==> src/rtl/lrb_pkg.sv <==
// Shared types and constants for the light range bisection block.
package lrb_pkg;

	localparam int DIST_W  = 24;
	localparam int COEF_W  = 24;
	localparam int DEN_W   = 56;
	localparam int ITER_W  = 7;
	localparam int THR_W   = 16;
	localparam int STAT_W  = 2;

	localparam logic [STAT_W-1:0] ST_CONVERGED = 2'd0;
	localparam logic [STAT_W-1:0] ST_BEYOND    = 2'd1;
	localparam logic [STAT_W-1:0] ST_EXHAUSTED = 2'd2;

	localparam logic [1:0] REG_MAX_ITER = 2'd0;
	localparam logic [1:0] REG_FAR     = 2'd1;
	localparam logic [1:0] REG_THR     = 2'd2;

	typedef enum logic [3:0] {
		S_IDLE,
		S_PREP,
		S_M1,
		S_M2,
		S_M3,
		S_M4,
		S_SUM,
		S_DIV,
		S_DECIDE,
		S_DONE
	} state_t;

	// Request and reply between the sequencer and the divider.
	typedef struct packed {
		logic             start;
		logic [DEN_W-1:0] den;
	} div_req_t;

	typedef struct packed {
		logic             done;
		logic [DEN_W-1:0] quot;
	} div_rsp_t;

endpackage

==> src/rtl/lrb_mul.sv <==
// Registered 24 x 28 multiplier shared by all product terms.
module lrb_mul (
	input  logic        clk,
	input  logic [23:0] a,
	input  logic [27:0] b,
	output logic [51:0] p_q
);

	// One product per cycle, result registered
	always_ff @(posedge clk) begin
		p_q <= a * b;
	end

endmodule

==> src/rtl/lrb_div.sv <==
// Restoring divider: 2^(F+16) / den, one quotient bit per cycle.
module lrb_div #(
	parameter int LEVEL_FRAC_BITS = 16
) (
	input  logic              clk,
	input  logic              arst_n,
	input  lrb_pkg::div_req_t req,
	output lrb_pkg::div_rsp_t rsp
);

	localparam int NUM_W = LEVEL_FRAC_BITS + 17;
	localparam int CNT_W = $clog2(NUM_W + 1);
	localparam int DW    = lrb_pkg::DEN_W;

	logic [NUM_W-1:0] num_q;
	logic [DW:0]      rem_q;
	logic [DW-1:0]    den_q;
	logic [DW-1:0]    quot_q;
	logic [CNT_W-1:0] cnt_q;
	logic             busy_q;
	logic             done_q;
	logic [DW:0]      shifted;
	logic             fits;

	assign shifted = {rem_q[DW-1:0], num_q[NUM_W-1]};
	assign fits    = shifted >= {1'b0, den_q};

	// Control
	always_ff @(posedge clk or negedge arst_n) begin
		if (!arst_n) begin
			busy_q <= 1'b0;
			done_q <= 1'b0;
			cnt_q  <= '0;
		end else begin
			done_q <= 1'b0;
			if (req.start) begin
				busy_q <= 1'b1;
				cnt_q  <= CNT_W'(NUM_W);
			end else if (busy_q) begin
				cnt_q <= cnt_q - 1'b1;
				if (cnt_q == CNT_W'(1)) begin
					busy_q <= 1'b0;
					done_q <= 1'b1;
				end
			end
		end
	end

	// Datapath
	always_ff @(posedge clk) begin
		if (req.start) begin
			num_q  <= {1'b1, {(NUM_W-1){1'b0}}};
			rem_q  <= '0;
			den_q  <= req.den;
			quot_q <= '0;
		end else if (busy_q) begin
			num_q  <= {num_q[NUM_W-2:0], 1'b0};
			rem_q  <= fits ? shifted - {1'b0, den_q} : shifted;
			quot_q <= {quot_q[DW-2:0], fits};
		end
	end

	assign rsp.done = done_q;
	assign rsp.quot = quot_q;

endmodule

==> src/rtl/light_range_bisection.sv <==
// Top level: sequencer, config registers and bisection state.
//
//   channel  dir  handshake         payload
//   in       in   in_valid/ready    target_level accuracy const/linear/quad_coeff
//   out      out  out_valid/ready   distance status
//   cfg      in   cfg_we            cfg_index cfg_data
//
// Each level evaluation runs the product states M1 to M4 on the shared
// multiplier, a sum state, the divider (skipped when the denominator is at
// or below the threshold) and a decision state; an item takes one evaluation
// for the far limit and one per bisection step.
// Reset is asynchronous and clears control; config registers take their reset values.
// The result waits in output registers; in_ready stays low until it is taken.
module light_range_bisection #(
	parameter int LEVEL_FRAC_BITS = 16
) (
	input  logic        clk,
	input  logic        arst_n,
	input  logic        in_valid,
	output logic        in_ready,
	input  logic [16:0] target_level,
	input  logic [16:0] accuracy,
	input  logic [23:0] const_coeff,
	input  logic [23:0] linear_coeff,
	input  logic [23:0] quad_coeff,
	output logic        out_valid,
	input  logic        out_ready,
	output logic [23:0] distance,
	output logic [1:0]  status,
	input  logic        cfg_we,
	input  logic [1:0]  cfg_index,
	input  logic [23:0] cfg_data
);

	localparam int DW = lrb_pkg::DEN_W;
	localparam logic [DW-1:0] DEN_MAX = {DW{1'b1}};
	localparam logic [DW-1:0] ONE = DW'(1) << LEVEL_FRAC_BITS;

	lrb_pkg::state_t state_q, state_d;

	logic [6:0]  max_iter_q;
	logic [23:0] far_q;
	logic [15:0] thr_q;

	logic [16:0] tgt_q, acc_q;
	logic [23:0] c_q, l_q, q_q;
	logic [23:0] lo_q, hi_q, d_q;
	logic [6:0]  n_q;
	logic        far_chk_q;
	logic [19:0] d2_q;
	logic [DW-1:0] den_q;
	logic [DW-1:0] lvl_q;
	logic [23:0] dist_q;
	logic [1:0]  stat_q;
	logic        out_valid_q;

	logic [23:0] mul_a;
	logic [27:0] mul_b;
	logic [51:0] mul_p;
	lrb_pkg::div_req_t div_req;
	lrb_pkg::div_rsp_t div_rsp;

	logic [32:0] tgt_div10;
	logic [16:0] acc_adj;
	logic [17:0] band_hi;
	logic signed [18:0] band_lo;
	logic [DW-1:0] thr_use;
	logic [DW-1:0] lvl_div;
	logic [DW:0]   sum_tmp;
	logic [DW-1:0] den_sum;
	logic [23:0]   mid;
	logic          is_low, is_high;

	lrb_mul u_mul (.clk(clk), .a(mul_a), .b(mul_b), .p_q(mul_p));
	lrb_div #(.LEVEL_FRAC_BITS(LEVEL_FRAC_BITS)) u_div (
		.clk(clk), .arst_n(arst_n), .req(div_req), .rsp(div_rsp)
	);

	// Config writes
	always_ff @(posedge clk or negedge arst_n) begin
		if (!arst_n) begin
			max_iter_q <= 7'd32;
			far_q      <= 24'd10240000;
			thr_q      <= 16'd7;
		end else if (cfg_we) begin
			unique case (cfg_index)
				lrb_pkg::REG_MAX_ITER: max_iter_q <= cfg_data[6:0];
				lrb_pkg::REG_FAR:      far_q      <= cfg_data;
				lrb_pkg::REG_THR:      thr_q      <= cfg_data[15:0];
				default: ;
			endcase
		end
	end

	// Band edges; target/10 by reciprocal multiply, exact for 17-bit targets
	assign tgt_div10 = 33'(tgt_q) * 33'd52429;
	assign acc_adj = (tgt_q != '0 && acc_q >= tgt_q) ? {3'b0, tgt_div10[32:19]} : acc_q;
	assign band_hi = {1'b0, tgt_q} + {1'b0, acc_q};
	assign band_lo = $signed({2'b0, tgt_q}) - $signed({2'b0, acc_q});
	assign mid     = lo_q + ((hi_q - lo_q) >> 1);

	// Accuracy rescaled to 16 fraction bits serves as the far check threshold
	assign thr_use = far_chk_q ? ((DW'(acc_q) << 16) >> LEVEL_FRAC_BITS) : DW'(thr_q);
	assign lvl_div = (div_rsp.quot > ONE) ? ONE : div_rsp.quot;
	assign is_high = lvl_q > DW'(band_hi);
	assign is_low  = !band_lo[18] && (lvl_q < DW'(band_lo[17:0]));

	// Full denominator: quad term plus c plus linear term, saturated
	assign sum_tmp = {1'b0, den_q} + {1'b0, DW'(c_q)} + (DW+1)'(mul_p >> 10);
	assign den_sum = (sum_tmp > {1'b0, DEN_MAX}) ? DEN_MAX : sum_tmp[DW-1:0];

	// Multiplier operand select
	always_comb begin
		mul_a = d_q;
		mul_b = {4'b0, d_q};
		unique case (state_q)
			lrb_pkg::S_M2: begin mul_a = q_q; mul_b = mul_p[47:20]; end
			lrb_pkg::S_M3: begin mul_a = q_q; mul_b = {8'b0, d2_q}; end
			lrb_pkg::S_M4: begin mul_a = l_q; mul_b = {4'b0, d_q}; end
			default: ;
		endcase
	end

	// Next state
	always_comb begin
		state_d = state_q;
		unique case (state_q)
			lrb_pkg::S_IDLE:   if (in_valid) state_d = lrb_pkg::S_PREP;
			lrb_pkg::S_PREP:   state_d = lrb_pkg::S_M1;
			lrb_pkg::S_M1:     state_d = lrb_pkg::S_M2;
			lrb_pkg::S_M2:     state_d = lrb_pkg::S_M3;
			lrb_pkg::S_M3:     state_d = lrb_pkg::S_M4;
			lrb_pkg::S_M4:     state_d = lrb_pkg::S_SUM;
			lrb_pkg::S_SUM:    state_d = (den_sum <= thr_use) ? lrb_pkg::S_DECIDE
			                                                  : lrb_pkg::S_DIV;
			lrb_pkg::S_DIV:    if (div_rsp.done) state_d = lrb_pkg::S_DECIDE;
			lrb_pkg::S_DECIDE: begin
				if (far_chk_q) begin
					if (is_high) state_d = lrb_pkg::S_DONE;
					else if (max_iter_q == '0) state_d = lrb_pkg::S_DONE;
					else state_d = lrb_pkg::S_M1;
				end else if (!is_low && !is_high) begin
					state_d = lrb_pkg::S_DONE;
				end else if (n_q + 7'd1 >= max_iter_q) begin
					state_d = lrb_pkg::S_DONE;
				end else begin
					state_d = lrb_pkg::S_M1;
				end
			end
			lrb_pkg::S_DONE:   if (!out_valid_q) state_d = lrb_pkg::S_IDLE;
			default:           state_d = lrb_pkg::S_IDLE;
		endcase
	end

	// Outputs of the sequencer
	always_comb begin
		in_ready      = (state_q == lrb_pkg::S_IDLE);
		div_req.start = (state_q == lrb_pkg::S_SUM) && !(den_sum <= thr_use);
		div_req.den   = den_sum;
	end

	always_ff @(posedge clk or negedge arst_n) begin
		if (!arst_n) begin
			state_q     <= lrb_pkg::S_IDLE;
			out_valid_q <= 1'b0;
		end else begin
			state_q <= state_d;
			if (out_valid_q && out_ready) out_valid_q <= 1'b0;
			if (state_q == lrb_pkg::S_DECIDE && state_d == lrb_pkg::S_DONE)
				out_valid_q <= 1'b1;
		end
	end

	// Datapath
	always_ff @(posedge clk) begin
		unique case (state_q)
			lrb_pkg::S_IDLE: begin
				if (in_valid) begin
					tgt_q <= target_level;
					acc_q <= accuracy;
					c_q   <= const_coeff;
					l_q   <= linear_coeff;
					q_q   <= quad_coeff;
				end
			end
			lrb_pkg::S_PREP: begin
				acc_q     <= acc_adj;
				far_chk_q <= 1'b1;
				d_q       <= far_q;
				lo_q      <= '0;
				hi_q      <= far_q;
				n_q       <= '0;
			end
			lrb_pkg::S_M1: ;
			lrb_pkg::S_M2: d2_q <= mul_p[19:0];
			lrb_pkg::S_M3: den_q <= DW'(mul_p);
			lrb_pkg::S_M4: den_q <= den_q + DW'(mul_p >> 20);
			lrb_pkg::S_SUM: begin
				// c + lin cannot reach 2^56; saturate the total
				den_q <= den_sum;
				lvl_q <= ONE;
			end
			lrb_pkg::S_DIV: if (div_rsp.done) lvl_q <= lvl_div;
			lrb_pkg::S_DECIDE: begin
				if (far_chk_q) begin
					far_chk_q <= 1'b0;
					dist_q    <= is_high ? far_q : far_q >> 1;
					stat_q    <= is_high ? lrb_pkg::ST_BEYOND : lrb_pkg::ST_EXHAUSTED;
					d_q       <= mid;
				end else begin
					n_q <= n_q + 7'd1;
					if (is_low) begin
						hi_q   <= d_q;
						dist_q <= lo_q + ((d_q - lo_q) >> 1);
						d_q    <= lo_q + ((d_q - lo_q) >> 1);
						stat_q <= lrb_pkg::ST_EXHAUSTED;
					end else if (is_high) begin
						lo_q   <= d_q;
						dist_q <= d_q + ((hi_q - d_q) >> 1);
						d_q    <= d_q + ((hi_q - d_q) >> 1);
						stat_q <= lrb_pkg::ST_EXHAUSTED;
					end else begin
						dist_q <= d_q;
						stat_q <= lrb_pkg::ST_CONVERGED;
					end
				end
			end
			default: ;
		endcase
	end

	assign out_valid = out_valid_q;
	assign distance  = dist_q;
	assign status    = stat_q;

endmodule

==> config.mk <==
export PLATFORM = sky130hd
export DESIGN_NAME = light_range_bisection
export DESIGN_NICKNAME = d
export VERILOG_FILES = /design/src/rtl/lrb_pkg.sv /design/src/rtl/lrb_mul.sv /design/src/rtl/lrb_div.sv /design/src/rtl/light_range_bisection.sv
export SDC_FILE = /design/constraint.sdc
export NUM_CORES = 2
export LEC_CHECK = 0
export CORE_MARGIN = 3
export CORE_UTILIZATION = 55
export DETAILED_ROUTE_END_ITERATION = 6
export DONT_BUFFER_PORTS = 1
export MAX_ROUTING_LAYER = met4
export PLACE_DENSITY = 0.72
export RECOVER_POWER = 25
export SYNTH_ARGS = -nofsm -noshare
export SYNTH_HDL_FRONTEND = slang
export SYNTH_HIERARCHICAL = 1
export SYNTH_SLANG_ARGS = --single-unit
export TNS_END_PERCENT = 30
==> constraint.sdc <==
create_clock -name clk -period 25.5 [get_ports clk]
set_clock_uncertainty 0.2 [all_clocks]
set_input_delay 3.825 -clock clk [delete_from_list [all_inputs] [get_ports clk]]
set_output_delay 3.825 -clock clk [all_outputs]
set_load 0.02 [all_outputs]
==> impl_summary.txt <==
----------------------------------------------------
[GRT]
  Maximum number of pins on one net before global-route repair ... 168
  First-pass GRT wire length ... 314 mm
  GRT Overall Usage ... 31.5%
  Initial antenna violation count ... 8
  Grt ovf ... 0
  Number of global-route vias before repair ... 55000

[Clock tree]
  Clock tree from TritonCTS ... done
  Count of buffers added by post-CTS timing repair for setup ... 0
  Clock root buffer ... sky130_fd_sc_hd__clkbuf_16
  Clock Latency Late Sink ... 0.68 ns
  Clock slew at reported path FFs ... ~0.060 ns
  Total number of H-tree levels ... 3
  Clock buffer depth ... 3
  Post-CTS sizing ... 0
  Hold-fix buffers, CTS ... 0
  CTS Buf Count ... 72
  Number of sinks on the clock net ... between 600 and 700

[Layout]
  Core utilization of the finished layout ... approximately three fifths
  Final #Nets ... ~9000
  Fraction of layout cells with a size suffix above 1 ... under 10%
  Final cell count without fillers ... 9138
  Number of fillers in the final layout ... 10800
  Synth-to-layout area growth ... 6.13%

[STA]
  Hold Fails Final Rpt ... 0
  Endpoints failing setup ... 0
  Max frequency ... slightly below 80 MHz
  Final hold slack ... approximately 0.28 ns
  Worst slew margin relative to its limit ... -140%
  Actual transition at the worst max-transition pin ... roughly 3.6 ns
  Final critical delay including setup and external delays ... about 13 ns
  Ratio of final minimum period to clock period ... slightly below 50%
  Total negative setup slack ... 0 ns
  Unrepaired setup endpoints after global routing ... false
  Number of slew-limit violations in the final report ... ~270

[Job]
  Count of max-cap constraint violations ... 5

[Run status]
  Failing checks ... max-capacitance violations, max-slew violations
  Outcome ... finished with violations

[Critical path]
  Slowest cell on crit path ... sky130_fd_sc_hd__clkbuf_1
  Delay-heaviest family, CP ... adder cells
  Critical path peak fanout ... 50
  Most Frequent Cell on Critical Path ... sky130_fd_sc_hd__fa_1
  WP data required ... 25.83 ns
  Worst Path Buf+Inv ... 8
  Data arrival time of the critical path ... ~13 ns
  Delay of the slowest cell on the worst path ... roughly 1.6 ns
  Category of the worst setup path launch point ... flip-flop
  Kind of end point of the critical path ... flip-flop
  Kind of critical path ... reg -> reg

[Drt]
  Number of DRC markers after the initial detailed-route iteration ... approximately 5300
  Uppermost routed layer ... met4
  Number of vias after detailed routing ... around 55000
  Met2 layer wire length in the routed design ... 88.6 mm
  Routed metal-1 wire length ... between 80 and 90 mm
  Average wire length per cell after detail routing ... between 20 and 25 µm
  Total Routed Length ... ~200 mm
  DRC Markers ... 0
  Count of TritonRoute iterations in the first routing pass ... 6
  Total met3 wirelength after detailed routing ... approximately 18 mm
  Antenna-violating nets left ... 0
  Per-cell via count in the routed design ... around 6.0

[Placement]
  Post-placement cell count ... about 9000
  Count of buffers from port buffering ... 0
  Half-perimeter wire length after detailed placement ... ~150 mm
  Placer Congestion ... ~1

[Synthesis]
  Syn Std Cell Area ... between 0.06 and 0.07 mm²
  Seq cells post-synth ... 625
  Number of enable flip-flop cells after synthesis ... 400
  Async S/R FF share, synth ... under 10%
  Syn Inst Count ... roughly 7600
  Distinct cells, synth ... ~110
  Synthesized area divided by synthesized cell count ... approximately 9.2 µm²
  Most used flip-flop cell after synthesis ... sky130_fd_sc_hd__edfxtp_1
  Seq/Total Area, Yosys ... about 24%
  Yosys synthesis warning count ... 6

[Floorplanning]
  Starting Density ... a little under three fifths
  Site Rows ... approximately 130
  Die Height ... ~360 µm
  Io pins ... 165
  Core ar. ... 0.125 mm²
  Die footprint ... 0.131 mm²
  Die extent in x ... 362 µm

[Worst hold path]
  Class of the tightest hold or removal check ... reg -> reg

----------------------------------------------------
[cell families after synthesis]
logic type / after synthesis / synth area share [%]
xor gates and xnor gates: 341 / 4.28
muxes: 158 / 2.36
other: 1 / 0.00538
AOI/OAI and AO/OA: 1488 / 13.9
and+or+nand+nor: 2216 / 15.4
DFF: 625 / 24.1
buffers and inverters: 1339 / 7.36
adders and majority gates: 1393 / 32.5
[final timing paths]
kind	slack, ns	depth (start not counted)	endpoint	from
min in group asynchronous	2.66	0	u_div/cnt_q[5]	arst_n
hold / removal	0.28	0	d2_q[2]	u_mul/p_q[2]
max in group asynchronous	22.18	0	far_q[23]	arst_n
setup reg to reg	12.93	30	u_mul/p_q[50]	state_q[0]
hold reg to reg	0.28	0	d2_q[2]	u_mul/p_q[2]
setup / recovery	12.93	30	u_mul/p_q[50]	state_q[0]
[area by class of cell]
class	instances	area, µm²	share of cell area, %
clock inverters	39	527	0.712
well taps	1637	2050	2.77
clock buffers	94	2050	2.77
multi-input cells	5635	48100	65.0
flip-flops and latches	625	16800	22.8
diodes	10	25.0	0.0338
repair buffers	79	576	0.778
inverters	1019	3820	5.17
[cell usage after synthesis (27+ instances only)]
library cell,n,area [µm²]
sky130_fd_sc_hd__fa_1,693,13900
sky130_fd_sc_hd__a21o_1,125,938
sky130_fd_sc_hd__mux2i_1,108,1080
sky130_fd_sc_hd__or2_2,37,231
sky130_fd_sc_hd__inv_1,1018,3820
sky130_fd_sc_hd__and2_1,408,2550
sky130_fd_sc_hd__and3_1,56,350
sky130_fd_sc_hd__xnor2_1,221,1940
sky130_fd_sc_hd__a21oi_1,446,2230
sky130_fd_sc_hd__o211ai_1,39,293
sky130_fd_sc_hd__nand4_1,68,425
sky130_fd_sc_hd__nor2_1,414,1550
sky130_fd_sc_hd__a211oi_1,48,360
sky130_fd_sc_hd__nor4_1,42,263
sky130_fd_sc_hd__a22oi_1,66,495
sky130_fd_sc_hd__dfxtp_1,165,3300
sky130_fd_sc_hd__mux2_2,49,552
sky130_fd_sc_hd__nand3_1,89,445
sky130_fd_sc_hd__nand2b_1,44,275
sky130_fd_sc_hd__nor2b_1,47,294
sky130_fd_sc_hd__o21ai_0,319,1600
sky130_fd_sc_hd__o21bai_1,59,443
sky130_fd_sc_hd__dfrtp_1,51,1280
sky130_fd_sc_hd__nor3_1,106,531
sky130_fd_sc_hd__o21a_1,52,390
sky130_fd_sc_hd__xor2_1,120,1050
sky130_fd_sc_hd__a31oi_1,36,225
sky130_fd_sc_hd__ha_1,700,8760
sky130_fd_sc_hd__edfxtp_1,400,12000
sky130_fd_sc_hd__a311oi_1,27,236
sky130_fd_sc_hd__or3_1,32,200
sky130_fd_sc_hd__clkbuf_1,266,998
sky130_fd_sc_hd__nand2_1,795,2980
[cell usage in the layout (no fill, tap or decap), types with 32 or more instances in the layout]
cell                           n
sky130_fd_sc_hd__a211oi_1     48
sky130_fd_sc_hd__a21o_1      125
sky130_fd_sc_hd__a21oi_1     443
sky130_fd_sc_hd__a22oi_1      65
sky130_fd_sc_hd__a31oi_1      36
sky130_fd_sc_hd__and2_1      394
sky130_fd_sc_hd__and3_1       56
sky130_fd_sc_hd__buf_4        70
sky130_fd_sc_hd__clkbuf_16    76
sky130_fd_sc_hd__conb_1       39
sky130_fd_sc_hd__dfrtp_1      50
sky130_fd_sc_hd__dfxtp_1     165
sky130_fd_sc_hd__edfxtp_1    400
sky130_fd_sc_hd__fa_1        693
sky130_fd_sc_hd__ha_1        700
sky130_fd_sc_hd__inv_1      1017
sky130_fd_sc_hd__mux2_2       49
sky130_fd_sc_hd__mux2i_1     108
sky130_fd_sc_hd__nand2_1     795
sky130_fd_sc_hd__nand2b_1     44
sky130_fd_sc_hd__nand3_1      89
sky130_fd_sc_hd__nand4_1      68
sky130_fd_sc_hd__nor2_1      411
sky130_fd_sc_hd__nor2b_1      47
sky130_fd_sc_hd__nor3_1      104
sky130_fd_sc_hd__nor4_1       40
sky130_fd_sc_hd__o211ai_1     39
sky130_fd_sc_hd__o21a_1       52
sky130_fd_sc_hd__o21ai_0     297
sky130_fd_sc_hd__o21bai_1     59
sky130_fd_sc_hd__or2_2        37
sky130_fd_sc_hd__or3_1        32
sky130_fd_sc_hd__xnor2_1     221
sky130_fd_sc_hd__xor2_1      120
[stage by stage]
step	setup slack (ns)	area, µm²
after floorplan	15.89	69800
after global placement	15.53	71400
after detailed placement	15.38	71400
after CTS	15.32	74000
after global routing	12.22	74000
final	12.93	74000
[metal layers]
metal  track usage, %  vias up
met3             6.09      443
met2             47.2     2271
met4             10.9        0
li1                 -    25300
met5                -        -
met1             43.0    27000
[flip-flops by register name, indices dropped and copies added (netlist names), 24 cells and up]
name	count
hi_q	24
far_q	24
c_q	24
q_q	24
den_q	56
u_div/den_q	56
u_mul/p_q	52
lo_q	24
distance	24
d_q	24
lvl_q	56
u_div/rem_q	56
u_div/quot_q	56
l_q	24
Power is left out: the tool's default activity adds up to more than one toggle a clock period on the data nets, which glitch-free logic cannot reach.
